**config.mk**
```make
export PLATFORM = sky130hd
export DESIGN_NAME = shared_irq_handler_registry_flat
export DESIGN_NICKNAME = d
export VERILOG_FILES = /design/src/rtl/core/sihr_pkg.sv /design/src/rtl/core/sihr_req_if.sv /design/src/rtl/core/sihr_rsp_if.sv /design/src/rtl/core/sihr_table.sv /design/src/rtl/core/sihr_counters.sv /design/src/rtl/core/shared_irq_handler_registry.sv /design/src/flat_wrapper.sv
export SDC_FILE = /design/constraint.sdc
export NUM_CORES = 1
export LEC_CHECK = 0
export ABC_AREA = 1
export BUFFER_PORTS_ARGS = -buffer_cell sky130_fd_sc_hd__buf_2
export CAP_MARGIN = 40
export CORE_UTILIZATION = 40
export DETAILED_ROUTE_END_ITERATION = 10
export HOLD_SLACK_MARGIN = 0.15
export PLACE_DENSITY = 0.58
export SETUP_SLACK_MARGIN = 0.4
export SKIP_CTS_REPAIR_TIMING = 1
export SYNTH_ARGS = -nofsm -noshare
export SYNTH_HDL_FRONTEND = slang
export SYNTH_SLANG_ARGS = --single-unit
```
**constraint.sdc**
```tcl
create_clock -name i_clk -period 5.71 [get_ports i_clk]
set_input_delay 1.142 -clock i_clk [delete_from_list [all_inputs] [get_ports i_clk]]
set_output_delay 1.142 -clock i_clk [all_outputs]
set_load 0.01 [all_outputs]
```
**src/rtl/core/sihr_pkg.sv**
```systemverilog
// ----------------------------------------------------------------------------
// sihr_pkg
// Shared constants, codes and types of the shared irq handler registry.
// ----------------------------------------------------------------------------
`default_nettype none

package sihr_pkg;

    // Table geometry
    localparam int SLOTS        = 6;
    localparam int HANDLER_BITS = 32;

    // Stored handler width: the address field is 32 bits wide
    localparam int HW = (HANDLER_BITS < 32) ? HANDLER_BITS : 32;
    // Slot index width and used-count width (count reaches SLOTS)
    localparam int IW = (SLOTS > 1) ? $clog2(SLOTS) : 1;
    localparam int CW = $clog2(SLOTS + 1);

    // Field widths
    localparam int IRQ_W    = 8;
    localparam int ADDR_W   = 32;
    localparam int PRIO_W   = 8;
    localparam int STATUS_W = 3;
    localparam int SLOTS_W  = 3;
    localparam int CNT_W    = 16;

    // Operation codes
    localparam logic FUNC_ADD    = 1'b0;
    localparam logic FUNC_REMOVE = 1'b1;

    // Result status codes
    typedef enum logic [STATUS_W-1:0] {
        ST_ADDED     = 3'd0,
        ST_DUPLICATE = 3'd1,
        ST_DECLINED  = 3'd2,
        ST_REMOVED   = 3'd3,
        ST_NOT_FOUND = 3'd4
    } t_status;

    // Counter select
    typedef enum logic [1:0] {
        CNT_DECLINE = 2'd0,
        CNT_DUP     = 2'd1,
        CNT_REMOVE  = 2'd2
    } t_cnt_sel;

    // Counter bump command
    typedef struct packed {
        logic     inc;
        t_cnt_sel sel;
    } t_cnt_cmd;

    // Table write port
    typedef struct packed {
        logic             en;
        logic [IW-1:0]    idx;
        logic [IRQ_W-1:0] irq;
        logic [HW-1:0]    handler;
    } t_tbl_wr;

endpackage

`default_nettype wire

```
**src/rtl/core/sihr_req_if.sv**
```systemverilog
// ----------------------------------------------------------------------------
// sihr_req_if
// Request channel: valid/ready handshake with the add/remove request item.
// ----------------------------------------------------------------------------
`default_nettype none

interface sihr_req_if;
    import sihr_pkg::*;

    logic              valid;
    logic              ready;
    logic              func;
    logic [IRQ_W-1:0]  irq_number;
    logic [ADDR_W-1:0] handler_address;
    logic [PRIO_W-1:0] chain_priority;

    modport source (
        output valid, func, irq_number, handler_address, chain_priority,
        input  ready
    );

    modport sink (
        input  valid, func, irq_number, handler_address, chain_priority,
        output ready
    );
endinterface

`default_nettype wire

```
**src/rtl/core/sihr_rsp_if.sv**
```systemverilog
// ----------------------------------------------------------------------------
// sihr_rsp_if
// Result channel: valid/ready handshake with status, slot count and counters.
// ----------------------------------------------------------------------------
`default_nettype none

interface sihr_rsp_if;
    import sihr_pkg::*;

    logic                valid;
    logic                ready;
    logic [STATUS_W-1:0] status;
    logic                forward;
    logic [PRIO_W-1:0]   forward_priority;
    logic [SLOTS_W-1:0]  slots_used;
    logic [CNT_W-1:0]    declined_count;
    logic [CNT_W-1:0]    deduped_count;
    logic [CNT_W-1:0]    removed_count;

    modport source (
        output valid, status, forward, forward_priority, slots_used,
               declined_count, deduped_count, removed_count,
        input  ready
    );

    modport sink (
        input  valid, status, forward, forward_priority, slots_used,
               declined_count, deduped_count, removed_count,
        output ready
    );
endinterface

`default_nettype wire

```
**src/rtl/core/sihr_table.sv**
```systemverilog
// ----------------------------------------------------------------------------
// sihr_table
// Entry store of (irq, handler) pairs: one write port, one read port.
// ----------------------------------------------------------------------------
`default_nettype none

module sihr_table (
    input  wire logic                      i_clk,
    input  wire sihr_pkg::t_tbl_wr         i_wr,
    input  wire logic [sihr_pkg::IW-1:0]   i_rd_idx,
    output logic [sihr_pkg::IRQ_W-1:0]     o_rd_irq,
    output logic [sihr_pkg::HW-1:0]        o_rd_handler
);
    import sihr_pkg::*;

    logic [IRQ_W-1:0] r_irq     [SLOTS];
    logic [HW-1:0]    r_handler [SLOTS];

    // Write port; entries hold no reset value
    always_ff @(posedge i_clk) begin
        if (i_wr.en) begin
            r_irq[i_wr.idx]     <= i_wr.irq;
            r_handler[i_wr.idx] <= i_wr.handler;
        end
    end

    // Read port
    assign o_rd_irq     = r_irq[i_rd_idx];
    assign o_rd_handler = r_handler[i_rd_idx];

endmodule

`default_nettype wire

```
**src/rtl/core/sihr_counters.sv**
```systemverilog
// ----------------------------------------------------------------------------
// sihr_counters
// Decline, duplicate and removal counters sharing one saturating incrementer.
// ----------------------------------------------------------------------------
`default_nettype none

module sihr_counters (
    input  wire logic                       i_clk,
    input  wire logic                       i_rst_n,
    input  wire sihr_pkg::t_cnt_cmd         i_cmd,
    output logic [sihr_pkg::CNT_W-1:0]      o_declines,
    output logic [sihr_pkg::CNT_W-1:0]      o_duplicates,
    output logic [sihr_pkg::CNT_W-1:0]      o_removals
);
    import sihr_pkg::*;

    logic [CNT_W-1:0] r_declines;
    logic [CNT_W-1:0] r_duplicates;
    logic [CNT_W-1:0] r_removals;
    logic [CNT_W-1:0] cur;
    logic [CNT_W-1:0] n_val;

    // Pick the operand for the shared incrementer
    always_comb begin
        case (i_cmd.sel)
            CNT_DECLINE: cur = r_declines;
            CNT_DUP:     cur = r_duplicates;
            CNT_REMOVE:  cur = r_removals;
            default:     cur = r_declines;
        endcase
    end

    // Saturate at all ones
    assign n_val = (&cur) ? cur : cur + CNT_W'(1);

    always_ff @(posedge i_clk) begin
        if (!i_rst_n) begin
            r_declines   <= '0;
            r_duplicates <= '0;
            r_removals   <= '0;
        end else if (i_cmd.inc) begin
            case (i_cmd.sel)
                CNT_DECLINE: r_declines   <= n_val;
                CNT_DUP:     r_duplicates <= n_val;
                CNT_REMOVE:  r_removals   <= n_val;
                default:     r_declines   <= r_declines;
            endcase
        end
    end

    assign o_declines   = r_declines;
    assign o_duplicates = r_duplicates;
    assign o_removals   = r_removals;

endmodule

`default_nettype wire

```
**src/rtl/core/shared_irq_handler_registry.sv**
```systemverilog
// ----------------------------------------------------------------------------
// shared_irq_handler_registry
// Registry of (irq, handler) pairs in front of a handler chain: dedups and
// bounds adds, removes with compaction, and counts declines, dups and removals.
//
//   channel   dir   port     payload
//   request   in    i_req    func, irq_number, handler_address, chain_priority
//   result    out   o_rsp    status, forward, forward_priority, slots_used,
//                            declined_count, deduped_count, removed_count
//
// One request passes an accept step, then the scan and the compaction
// behind a hit, which together visit the table indices from 0 up to at
// most the used count, and then a result step. The single entry comparator
// and the one-port entry store make that walk serial. Reset is synchronous,
// active low, and empties the table and clears the counters. A result
// waiting in the output register does not block the next request; it
// stalls only the result step of the following one.
// ----------------------------------------------------------------------------
`default_nettype none

module shared_irq_handler_registry (
    input  wire logic i_clk,
    input  wire logic i_rst_n,
    sihr_req_if.sink  i_req,
    sihr_rsp_if.source o_rsp
);
    import sihr_pkg::*;

    typedef enum logic [3:0] {
        S_IDLE  = 4'b0001,
        S_SCAN  = 4'b0010,
        S_SHIFT = 4'b0100,
        S_DONE  = 4'b1000
    } t_state;

    t_state r_state, n_state;

    // Latched request
    logic              r_func;
    logic [IRQ_W-1:0]  r_irq;
    logic [HW-1:0]     r_handler;
    logic [PRIO_W-1:0] r_prio;

    // Sequencer state
    logic [CW-1:0] r_idx,  n_idx;
    logic [CW-1:0] r_used, n_used;
    t_status       r_status, n_status;
    logic          r_fwd,  n_fwd;
    logic [PRIO_W-1:0] r_fwd_prio, n_fwd_prio;

    // Output register
    logic                r_o_valid;
    logic [STATUS_W-1:0] r_o_status;
    logic                r_o_fwd;
    logic [PRIO_W-1:0]   r_o_fwd_prio;
    logic [SLOTS_W-1:0]  r_o_slots;
    logic [CNT_W-1:0]    r_o_decl;
    logic [CNT_W-1:0]    r_o_dup;
    logic [CNT_W-1:0]    r_o_rem;

    t_tbl_wr          tbl_wr;
    t_cnt_cmd         cnt_cmd;
    logic [IRQ_W-1:0] rd_irq;
    logic [HW-1:0]    rd_handler;
    logic [CNT_W-1:0] cnt_decl, cnt_dup, cnt_rem;
    logic             match;
    logic             accept;
    logic             load_out;

    sihr_table u_table (
        .i_clk        (i_clk),
        .i_wr         (tbl_wr),
        .i_rd_idx     (r_idx[IW-1:0]),
        .o_rd_irq     (rd_irq),
        .o_rd_handler (rd_handler)
    );

    sihr_counters u_counters (
        .i_clk        (i_clk),
        .i_rst_n      (i_rst_n),
        .i_cmd        (cnt_cmd),
        .o_declines   (cnt_decl),
        .o_duplicates (cnt_dup),
        .o_removals   (cnt_rem)
    );

    assign i_req.ready = r_state[0];
    assign accept      = i_req.valid & i_req.ready;
    assign load_out    = (r_state == S_DONE) & (~r_o_valid | o_rsp.ready);

    // Shared comparator
    assign match = (rd_irq == r_irq) && (rd_handler == r_handler);

    // Sequencer
    always_comb begin
        n_state    = r_state;
        n_idx      = r_idx;
        n_used     = r_used;
        n_status   = r_status;
        n_fwd      = r_fwd;
        n_fwd_prio = r_fwd_prio;
        tbl_wr     = '{en: 1'b0, idx: r_idx[IW-1:0], irq: r_irq, handler: r_handler};
        cnt_cmd    = '{inc: 1'b0, sel: CNT_DECLINE};

        case (r_state)
            S_IDLE: begin
                n_idx      = '0;
                n_fwd      = 1'b0;
                n_fwd_prio = '0;
                if (accept) begin
                    n_state = S_SCAN;
                end
            end

            // Walk the used entries, one compare per cycle
            S_SCAN: begin
                if (r_idx == r_used) begin
                    n_state = S_DONE;
                    if (r_func == FUNC_ADD) begin
                        if (r_used == CW'(SLOTS)) begin
                            n_status    = ST_DECLINED;
                            cnt_cmd.inc = 1'b1;
                            cnt_cmd.sel = CNT_DECLINE;
                        end else begin
                            tbl_wr.en  = 1'b1;
                            tbl_wr.idx = r_used[IW-1:0];
                            n_used     = r_used + CW'(1);
                            n_status   = ST_ADDED;
                            n_fwd      = 1'b1;
                            n_fwd_prio = r_prio;
                        end
                    end else begin
                        n_status = ST_NOT_FOUND;
                        n_fwd    = 1'b1;
                    end
                end else if (match) begin
                    if (r_func == FUNC_ADD) begin
                        n_state     = S_DONE;
                        n_status    = ST_DUPLICATE;
                        cnt_cmd.inc = 1'b1;
                        cnt_cmd.sel = CNT_DUP;
                    end else begin
                        n_state = S_SHIFT;
                        n_idx   = r_idx + CW'(1);
                    end
                end else begin
                    n_idx = r_idx + CW'(1);
                end
            end

            // Move later entries down one slot
            S_SHIFT: begin
                if (r_idx == r_used) begin
                    n_state     = S_DONE;
                    n_used      = r_used - CW'(1);
                    n_status    = ST_REMOVED;
                    n_fwd       = 1'b1;
                    cnt_cmd.inc = 1'b1;
                    cnt_cmd.sel = CNT_REMOVE;
                end else begin
                    tbl_wr.en      = 1'b1;
                    tbl_wr.idx     = IW'(r_idx - CW'(1));
                    tbl_wr.irq     = rd_irq;
                    tbl_wr.handler = rd_handler;
                    n_idx          = r_idx + CW'(1);
                end
            end

            S_DONE: begin
                if (load_out) begin
                    n_state = S_IDLE;
                end
            end

            default: n_state = S_IDLE;
        endcase
    end

    // Control registers
    always_ff @(posedge i_clk) begin
        if (!i_rst_n) begin
            r_state <= S_IDLE;
            r_used  <= '0;
        end else begin
            r_state <= n_state;
            r_used  <= n_used;
        end
    end

    // Working registers
    always_ff @(posedge i_clk) begin
        r_idx      <= n_idx;
        r_status   <= n_status;
        r_fwd      <= n_fwd;
        r_fwd_prio <= n_fwd_prio;
        if (accept) begin
            r_func    <= i_req.func;
            r_irq     <= i_req.irq_number;
            r_handler <= i_req.handler_address[HW-1:0];
            r_prio    <= i_req.chain_priority;
        end
    end

    // Output register valid
    always_ff @(posedge i_clk) begin
        if (!i_rst_n) begin
            r_o_valid <= 1'b0;
        end else if (load_out) begin
            r_o_valid <= 1'b1;
        end else if (o_rsp.ready) begin
            r_o_valid <= 1'b0;
        end
    end

    // Output register payload
    always_ff @(posedge i_clk) begin
        if (load_out) begin
            r_o_status   <= r_status;
            r_o_fwd      <= r_fwd;
            r_o_fwd_prio <= r_fwd_prio;
            r_o_slots    <= SLOTS_W'(r_used);
            r_o_decl     <= cnt_decl;
            r_o_dup      <= cnt_dup;
            r_o_rem      <= cnt_rem;
        end
    end

    assign o_rsp.valid            = r_o_valid;
    assign o_rsp.status           = r_o_status;
    assign o_rsp.forward          = r_o_fwd;
    assign o_rsp.forward_priority = r_o_fwd_prio;
    assign o_rsp.slots_used       = r_o_slots;
    assign o_rsp.declined_count   = r_o_decl;
    assign o_rsp.deduped_count    = r_o_dup;
    assign o_rsp.removed_count    = r_o_rem;

endmodule

`default_nettype wire

```
**src/flat_wrapper.sv**
```systemverilog
// flat-port wrapper written by rule: the top's interface ports become plain ports
module shared_irq_handler_registry_flat import sihr_pkg::*;
  (i_clk, i_rst_n, i_req_valid, i_req_func, i_req_irq_number, i_req_handler_address, i_req_chain_priority, i_req_ready, o_rsp_valid, o_rsp_status, o_rsp_forward, o_rsp_forward_priority, o_rsp_slots_used, o_rsp_declined_count, o_rsp_deduped_count, o_rsp_removed_count, o_rsp_ready);
  sihr_req_if i_req_i ();
  sihr_rsp_if o_rsp_i ();
  input  wire logic i_clk;
  input  wire logic i_rst_n;
  input wire logic [$bits(i_req_i.valid)-1:0] i_req_valid;
  input wire logic [$bits(i_req_i.func)-1:0] i_req_func;
  input wire logic [$bits(i_req_i.irq_number)-1:0] i_req_irq_number;
  input wire logic [$bits(i_req_i.handler_address)-1:0] i_req_handler_address;
  input wire logic [$bits(i_req_i.chain_priority)-1:0] i_req_chain_priority;
  output wire logic [$bits(i_req_i.ready)-1:0] i_req_ready;
  output wire logic [$bits(o_rsp_i.valid)-1:0] o_rsp_valid;
  output wire logic [$bits(o_rsp_i.status)-1:0] o_rsp_status;
  output wire logic [$bits(o_rsp_i.forward)-1:0] o_rsp_forward;
  output wire logic [$bits(o_rsp_i.forward_priority)-1:0] o_rsp_forward_priority;
  output wire logic [$bits(o_rsp_i.slots_used)-1:0] o_rsp_slots_used;
  output wire logic [$bits(o_rsp_i.declined_count)-1:0] o_rsp_declined_count;
  output wire logic [$bits(o_rsp_i.deduped_count)-1:0] o_rsp_deduped_count;
  output wire logic [$bits(o_rsp_i.removed_count)-1:0] o_rsp_removed_count;
  input wire logic [$bits(o_rsp_i.ready)-1:0] o_rsp_ready;
  assign i_req_i.valid = i_req_valid;
  assign i_req_i.func = i_req_func;
  assign i_req_i.irq_number = i_req_irq_number;
  assign i_req_i.handler_address = i_req_handler_address;
  assign i_req_i.chain_priority = i_req_chain_priority;
  assign i_req_ready = i_req_i.ready;
  assign o_rsp_valid = o_rsp_i.valid;
  assign o_rsp_status = o_rsp_i.status;
  assign o_rsp_forward = o_rsp_i.forward;
  assign o_rsp_forward_priority = o_rsp_i.forward_priority;
  assign o_rsp_slots_used = o_rsp_i.slots_used;
  assign o_rsp_declined_count = o_rsp_i.declined_count;
  assign o_rsp_deduped_count = o_rsp_i.deduped_count;
  assign o_rsp_removed_count = o_rsp_i.removed_count;
  assign o_rsp_i.ready = o_rsp_ready;
  shared_irq_handler_registry u_core (.i_clk(i_clk), .i_rst_n(i_rst_n), .i_req(i_req_i), .o_rsp(o_rsp_i));
endmodule
```
* Yosys cells after proc, flatten, opt, wreduce, memory -nomap -nowiden
Memory sizes are Yosys's and may differ from the RTL's. A register that Yosys moved wholly into a read port is not among the register bits. Cells that the tools add are included.
Cells by class: $add $sub $neg 5, eq/ne operators 22, muxes and demuxes 54, bitwise gates (word level) 4, reductions and logical operators 16
Operator list (count):
- 2-to-1 mux 3 bit | 21
- 2-to-1 mux 44 bit | 1
- 2-to-1 mux 40 bit | 1
- 2-to-1 mux 4 bit | 9
- equality test 32 bit | 1
- case mux 16 bit (2 select lines) | 1
- 2-to-1 mux 8 bit | 3
- AND reduction 4 bit | 5
- case mux 3 bit (2 select lines) | 3
- adder 16 x 1 -> 16 bit (second input constant) | 1
- 2-to-1 mux 16 bit | 1
- case mux 4 bit (4 select lines) | 1
- case mux 8 bit (2 select lines) | 1
- AND reduction 16 bit | 1
- case mux 3 bit (3 select lines) | 1
- equality test 8 bit | 1
- 2-to-1 mux 1 bit | 8
- != test 2 x 1 -> 1 bit (second input constant) | 4
- != test 2 bit (second input constant) | 4
- case mux 4 bit (2 select lines) | 1
- adder 3 x 1 -> 3 bit (second input constant) | 2
- != test 3 x 2 -> 1 bit (second input constant) | 2
- AND reduction 2 bit | 3
- nonzero test 2 bit | 3
- 20 further kinds | 22
Storage, ports and cells: bits in registers 183, memory bits (writable) 240, bits of input ports 53, memories kept 2
Memory list:
- u_core.u_table.r_handler | words 6, width 32, read ports 1, clocked after Yosys merged registers in 1, wr ports 1, line sihr_table.sv:17 | logic [HW-1:0] r_handler [SLOTS];
- u_core.u_table.r_irq | words 6, width 8, read ports 1, clocked after Yosys merged registers in 1, wr ports 1, line sihr_table.sv:16 | logic [IRQ_W-1:0] r_irq [SLOTS];

* Depth between registers and ports, before layout
Gate-level depths: netlist of run 1.
word-level depth 9, gate-level depth with buffers 37, mapped depth without buffers 33

* Modules after synthesis
A second synthesis of run 1 with hierarchy kept.
Second synthesis, totals: cells, all modules 1715, area, all modules 17949.7 um^2
By module, submodules not included:
- sihr_table | instances 1, cells an instance 740, area an instance 9344.0 um^2
- shared_irq_handler_registry | instances 1, cells an instance 519, area an instance 5764.3 um^2
- sihr_counters | instances 1, cells an instance 456, area an instance 2841.5 um^2

* Worst setup path after synthesis of run 1
No wires, ideal clock.
path type input to register, start point in o_rsp_ready, end point reg u_core.r_o_decl[0], in the netlist u_core.o_rsp.declined_count[0] (enable), library setup time 485 ps, arrival time 3819 ps, required time 5225 ps, slack 1406 ps, cell stages on the path 2, buffers on the path 0, cell sequence nor2_1 -> nor2_1
Between the ends: cells in the longest elaborated chain, start to end 2
RTL lines:
- start, declared | line flat_wrapper.sv:22 | input wire logic [$bits(o_rsp_i.ready)-1:0] o_rsp_ready;
- OR 1 bit | line shared_irq_handler_registry.sv:89 | assign load_out = (r_state == S_DONE) & (~r_o_valid | o_rsp.ready);
- AND 1 bit | line shared_irq_handler_registry.sv:89
- net u_core.load_out | line shared_irq_handler_registry.sv:68 | logic load_out;
- end signal, assigned | line shared_irq_handler_registry.sv:222 | r_o_decl <= cnt_decl;
- end, declared | line shared_irq_handler_registry.sv:57 | logic [CNT_W-1:0] r_o_decl;
The timed path passes the listed nets, and every way through them passes these cells. A chain may end at the register's enable or synchronous reset.

==> reports/results.tsv, run 1 <==
metric	value	unit
clock-sinks	426	
status	completed	
max_stage_delay	0.43	ns
min_to	u_core.o_rsp.forward_priority[5]$_DFFE_PP_	
syn_area_per_cell	10.43	um2
worstPathArrival	5.23	ns
min-delay-start	u_core.r_fwd_prio[5]$_SDFFCE_PN0P_	
syn_area	18060	um2
rsz0062_at_grt	false	
yosysSeqAreaShare	67.56	%
io_pins	118	
crit_required	6.18	ns
start_util	40.66	%
reg2regPathDepth	33	
synth_compound_area_share	5.633	%
preCtsSetupSlack	0.6402	ns
hold_path_class	reg2reg	
yosys.area_share.simple	19.71	%
antenna_found_initial	0	
critPathMostFrequentCell	nand2_1	
yosysTopAreaCell	edfxtp_1	
wl_per_cell	17.03	um
synth_common_cells	493 x nand2_1, 367 x edfxtp_1, 210 x nand3_1	
cts_root_buf	clkbuf_16	
fmax	210.5	MHz
maxCapViolCount	0	
synth_nets	1791	
die_area	46000	um2
vias	12426	
start_kind	register	
drc	0	
holdPathStages	0	
cp_slowest_cell	dfxtp_4	
synthMuxAreaShare	0	%
slew_headroom	46.77	%
die_w	214.5	um
dp_hpwl	24690	um
rows	77	
ys.flop_type	edfxtp_1	
cp_max_fo	56	
grt.total_usage	17.92	%
synth_adder_area_share	0.5265	%
syn_inst	1731	
gp_congestion	0.8644	
setup_ws	0.9588	ns
dr.first_iter.drc_count	819	
p_leak	8.163	nW
routed_wirelength	42170	um
fin_crit	4.751	ns
r2r-end	u_core.u_counters.o_declines[9]$_SDFFE_PN0P_	
grt_overflow	0	
synth_seq_cells	426	
first_pass_iters	7	
grt_pass1_vias	11919	
fin_crit_sh	83.21	%
pwr_density_cell	414.0	nW/um2
peakVddDrop	0.0002300	V
grt_pass1_wl	64810	um
setup_viol	0	
drive_above_1_share	12.69	%
skew	0.01977	ns
antenna_cells	0	
finalHoldViolCount	0	
synth.distinct_cells	38	
yosys_warnings	0	
finalSetupTns	0	ns
synth_edf_count	367	
grt_max_degree	113	
synthArstFlopShare	0	%
cts_tree	yes	
r2r_slack	0.96	ns
path_clk_slew	0.06	ns
core-area	44410	um2
synthXorXnorAreaFrac	1.164	%
slew_viol_final	0	
postRouteAntennaNets	0	
cts_max_level	2	
clk_path_buf_depth	3	
worstSetupEndpointType	register	
syn_to_final_growth	16.49	%
synthTopCellsByArea	edfxtp_1 61%, nand2_1 10%, dfxtp_1 6.5%	
critPathKind	reg2reg	
clock_latency	0.58	ns
synth_top_family_by_area	simple AND/OR/NAND/NOR gates	
worst_pin_slew	0.7924	ns
io_buffers	117	
netlist.area_leader.share	61.02	%
nets	1907	
cts-buffers-inserted	46	
viasPerCell	5.019	
die_h	214.5	um
synth_most_common_cell	nand2_1	
[metal layers]
| layer | GRT usage (%) | part of all wire, % |
|---|---|---|
| met5 | 0 | 0 |
| met4 | 6.833 | 2.6 |
| met1 | 23.60 | 45 |
| met2 | 29.68 | 48 |
| met3 | 2.950 | 4.7 |
[final cells by class]
type                            count  area [um2]
Clock buffer                       63        1310
Clock inverter                     22       205.2
Fill cell                        4030       23380
Inverter                          131       509.2
Multi-Input combinational cell   1088        4960
Sequential cell                   426       12210
Tap cell                          592       740.7
Timing Repair Buffer              153        1095
Timing Repair inverter              1       8.758
[metrics by stage]
step / instance area, um2 / std cells / utilization, % / power, W / hold slack (ns)
4_1_cts: 20850 / 2470 / 46.94 / 0.008694 / 0.4175
3_5_place_dp: 19330 / 2385 / 43.53 / 0.005706 / 0.4045
6_report: 21040 / 2476 / 47.37 / 0.008710 / 0.4176
5_1_grt: 21040 / 2476 / 47.37 / 0.009159 / 0.4215
2_1_floorplan: 18060 / 1731 / - / 0.005137 / 0.4003
3_3_place_gp: 19240 / 2381 / 43.32 / 0.005659 / 0.4085
[worst max path at each step]
stage,cells past startpoint,startpoint,to,slack [ns]
after floorplan,2,o_rsp_ready,u_core.o_rsp.declined_count[0]$_DFFE_PP_,1.41
after global placement,33,register,u_core.u_counters.o_declines[9]$_SDFFE_PN0P_,0.74
after detailed placement,27,register,u_core.u_counters.o_declines[7]$_SDFFE_PN0P_,0.64
after CTS,28,register,u_core.u_counters.o_removals[9]$_SDFFE_PN0P_,0.62
after global routing,33,register,u_core.u_counters.o_declines[9]$_SDFFE_PN0P_,0.40
final,33,register,u_core.u_counters.o_declines[9]$_SDFFE_PN0P_,0.96
[registers in the layout (all words and copies together) (netlist names), named ones only]
signal	flops
u_core.o_rsp.declined_count	16
u_core.r_irq	8
u_core.o_rsp.status	3
u_core.u_counters.o_declines	16
u_core.r_func	1
u_core.u_counters.o_duplicates	16
u_core.o_rsp.removed_count	16
u_core.r_fwd	1
u_core.u_counters.o_removals	16
u_core.r_idx	3
u_core.o_rsp.forward	1
u_core.o_rsp.slots_used	3
u_core.u_table.r_irq	48
u_core.o_rsp.valid	1
u_core.r_handler	32
u_core.r_used	3
u_core.r_state	4
u_core.o_rsp.forward_priority	8
u_core.r_status	3
u_core.r_fwd_prio	8
u_core.o_rsp.deduped_count	16
u_core.u_table.r_handler	192
u_core.r_prio	8
[critical path: cells and delay by family, from the launching register on]
family | cells | cell delay (ns)
DFF | 1 | 0.43
buffers and inverters | 4 | 0.72
adders and majority gates | 2 | 0.43
and+or+nand+nor | 24 | 2.40
AOI/OAI and AO/OA | 2 | 0.41
xor gates and xnor gates | 1 | 0.25
[cell families (layout without fill, tap and decap cells)]
logic type,count (synthesis),count (layout)
compound gates,191,191
fa+ha+maj,7,7
simple gates,866,866
buf+inv,217,370
flops,426,426
xor+xnor,24,24
[placed cells by master (no fill, tap or decap), types with 4 or more instances in the layout]
| master | n |
|---|---|
| nor2_4 | 9 |
| o21ai_1 | 21 |
| o21ai_0 | 64 |
| nand2_1 | 491 |
| a21oi_1 | 82 |
| a31oi_1 | 6 |
| o211ai_1 | 7 |
| nand3_1 | 210 |
| clkinv_2 | 6 |
| buf_4 | 21 |
| xnor2_1 | 10 |
| ha_1 | 5 |
| nor2_1 | 134 |
| nand4_1 | 7 |
| bufinv_16 | 4 |
| inv_1 | 125 |
| nor3_1 | 6 |
| buf_16 | 6 |
| edfxtp_1 | 367 |
| dfxtp_1 | 57 |
| clkbuf_16 | 54 |
| buf_2 | 117 |
| xor2_1 | 14 |
| clkbuf_1 | 12 |
| clkinv_1 | 11 |
[report_power, final]
part	internal [W]	leakage, nW	switching [W]
clock	0.00178	0.742	0.00119
combinational	0.000628	3.57	0.00134
sequential	0.00364	3.85	0.000122
(Power assumes the default switching activity.)
==> inputs of run 2 (changes only) <==
--- a/config.mk
+++ b/config.mk
@@ -5,7 +5,7 @@
 export SDC_FILE = /design/constraint.sdc
 export NUM_CORES = 1
 export LEC_CHECK = 0
-export ABC_AREA = 1
+export ABC_AREA = 0
 export BUFFER_PORTS_ARGS = -buffer_cell sky130_fd_sc_hd__buf_2
 export CAP_MARGIN = 40
 export CORE_UTILIZATION = 40
==> constraint.sdc (replaced) <==
create_clock -name i_clk -period 4.9 [get_ports i_clk]
set_input_delay 0.98 -clock i_clk [delete_from_list [all_inputs] [get_ports i_clk]]
set_output_delay 0.98 -clock i_clk [all_outputs]
set_load 0.01 [all_outputs]
==> run 2 against run 1 <==
Against the previous run: the flow now finishes with violations (setup timing); critical path type unchanged; non-clock buffer count up 97; sequential power is 7.4% higher; via count is 14% lower; largest cell class unchanged; sequential cell count is the same; synthesized area decreased by 2.7%.
==> reports/results.tsv, run 2 <==
metric	value	unit
status	finished, violations left	
violations	setup timing	
nets	1470	
post_dp_cell_area	19710	um2
final_common_cell	edfxtp_1	
die_h	211.6	um
synth_compound_area_share	7.621	%
io_pins	118	
wl_per_cell	20.13	um
finalHoldViolCount	0	
ys.flop_type	edfxtp_1	
die_area	44760	um2
gp_congestion	0.8617	
antenna_found_initial	0	
clock_latency	0.57	ns
synthTopCellsByArea	edfxtp_1 63%, dfxtp_1 6.7%, mux2i_1 3.5%	
netlist.area_leader.share	62.74	%
cts-buffers-inserted	45	
postLayoutCellArea	21640	um2
syn_to_final_growth	23.17	%
slew_viol_final	0	
critPathKind	reg2reg	
fmax	199.6	MHz
regMostFlops	u_core.u_table.r_handler	
yosys_warnings	0	
use_met2	29.45	%
worstPathArrival	5.49	ns
first_pass_iters	7	
maxCapViolCount	0	
setup_viol	15	
synthArstFlopShare	0	%
die_w	211.6	um
clock-sinks	426	
synth_adder_area_share	0.5413	%
vias	10639	
grt_pass1_vias	10625	
p_leak	7.426	nW
pwr_density_cell	372.4	nW/um2
grt_max_degree	49	
synth_most_common_cell	edfxtp_1	
final_cell_count_no_fill	2028	
core-area	43170	um2
yosys.area_share.simple	8.113	%
synth_top_family_by_area	multiplexers	
grt.total_usage	18.34	%
antenna_cells	0	
largest_register_ffs	192	
viasPerCell	5.246	
skew	0.01814	ns
syn_inst	1171	
dp.cells	1937	
finalSetupTns	-0.6306	ns
grt_pass1_wl	62090	um
peakVddDrop	0.0002465	V
rsz0062_at_grt	true	
dp_hpwl	26360	um
worst_pin_slew	0.9035	ns
setup_ws	-0.1106	ns
fin_crit	5.011	ns
grt_overflow	0	
cp_max_fo	8	
crit_required	5.38	ns
worstSetupEndpointType	register	
yosysTopAreaCell	edfxtp_1	
postLayoutCoreUtil	50.12	%
drc	0	
start_kind	register	
reg_top3	u_core.u_table.r_handler: 192 flops, u_core.u_table.r_irq: 48 flops, u_core.r_handler: 32 flops	
postRouteAntennaNets	0	
start_util	40.69	%
synth.distinct_cells	69	
synthMuxAreaShare	9.566	%
path_clk_slew	0.06	ns
synth_edf_count	367	
grt-busiest-layer	met2	
dr.first_iter.drc_count	836	
final_cell_mix	367 x edfxtp_1, 141 x nand2_1, 117 x buf_2	
fin_crit_sh	102.3	%
cts_root_buf	clkbuf_16	
power.total	0.008059	W
synth_nets	1231	
grt_util_met3	3.471	%
yosysSeqAreaShare	69.46	%
syn_area_per_cell	15.00	um2
slew_headroom	39.77	%
cts_max_level	2	
synthXorXnorAreaFrac	2.443	%
io_buffers	117	
drive_above_1_share	31.46	%
use_met1	25.27	%
hold_path_class	reg2reg	
routed_wirelength	40830	um
synth_seq_cells	426	
rows	76	
synth_common_cells	367 x edfxtp_1, 145 x nand2_1, 61 x mux2i_1	
clk_path_buf_depth	3	
syn_area	17570	um2
cts_tree	yes	
-- run 2: layer usage --
layer	wire [um]	part of all wire, %
met3	2401	5.9
met5	0	0
met4	881	2.2
met1	18200	45
met2	19340	47
-- run 2: cell type report --
cell class                      count  area (um2)
Tap cell                          585       732.0
Timing Repair Buffer              250        1733
Inverter                           26       97.59
Multi-Input combinational cell    661        5368
Clock inverter                     23       272.8
Clock buffer                       57        1224
Fill cell                        3690       21530
Sequential cell                   426       12210
-- run 2: kinds of logic (layout without fill, tap and decap cells) --
family / count (synthesis) / in the layout
AO/OA/AOI/OAI: 179 / 179
XOR/XNOR: 49 / 49
adder cells (fa/ha/maj): 7 / 7
buffers and inverters: 84 / 356
flip-flops: 426 / 426
multiplexers: 131 / 131
AND/OR/NAND/NOR: 295 / 295
-- run 2: final timing paths --
kind                                                          from                                            to  slack (ns)  cells past startpoint
worst min-delay path            u_core.r_fwd_prio[6]$_SDFFCE_PN0P_    u_core.o_rsp.forward_priority[6]$_DFFE_PP_        0.42                      0
worst max-delay path                                      register  u_core.u_counters.o_removals[7]$_SDFFE_PN0P_       -0.11                     20
worst min register to register  u_core.r_fwd_prio[6]$_SDFFCE_PN0P_    u_core.o_rsp.forward_priority[6]$_DFFE_PP_        0.42                      0
worst max register to register                            register  u_core.u_counters.o_removals[7]$_SDFFE_PN0P_       -0.11                     20
-- run 2: through the flow --
stage	setup slack (ns)	hold slack, ns
global route	-0.3701	0.4281
finish	-0.1106	0.4190
global placement	-0.4063	0.4010
detailed placement	-0.5597	0.4057
CTS	-0.6055	0.4206
floorplan	-0.04397	0.4003
-- run 2: power breakdown --
group / leakage [nW] / switching [W] / internal, W
logic: 2.96 / 0.000312 / 0.000245
clock network: 0.727 / 0.00138 / 0.00208
registers: 3.73 / 0.0000470 / 0.00399
total: 7.43 / 0.00174 / 0.00632
-- run 2: worst max-delay path: stages, from the launching register on --
cell	delay, ns
dfxtp_4	0.40
buf_4	0.14
mux2_4	0.29
mux4_2	0.49
xor2_1	0.17
or4_4	0.54
nor4_4	0.21
nand4_4	0.17
nor4_4	0.19
inv_1	0.12
ha_4	0.18
buf_4	0.18
a221o_1	0.37
o21ai_2	0.13
nor4b_4	0.09
and4b_2	0.26
nand2b_4	0.17
or3_4	0.34
xor2_2	0.17
nand2_2	0.11
o2bb2ai_2	0.19
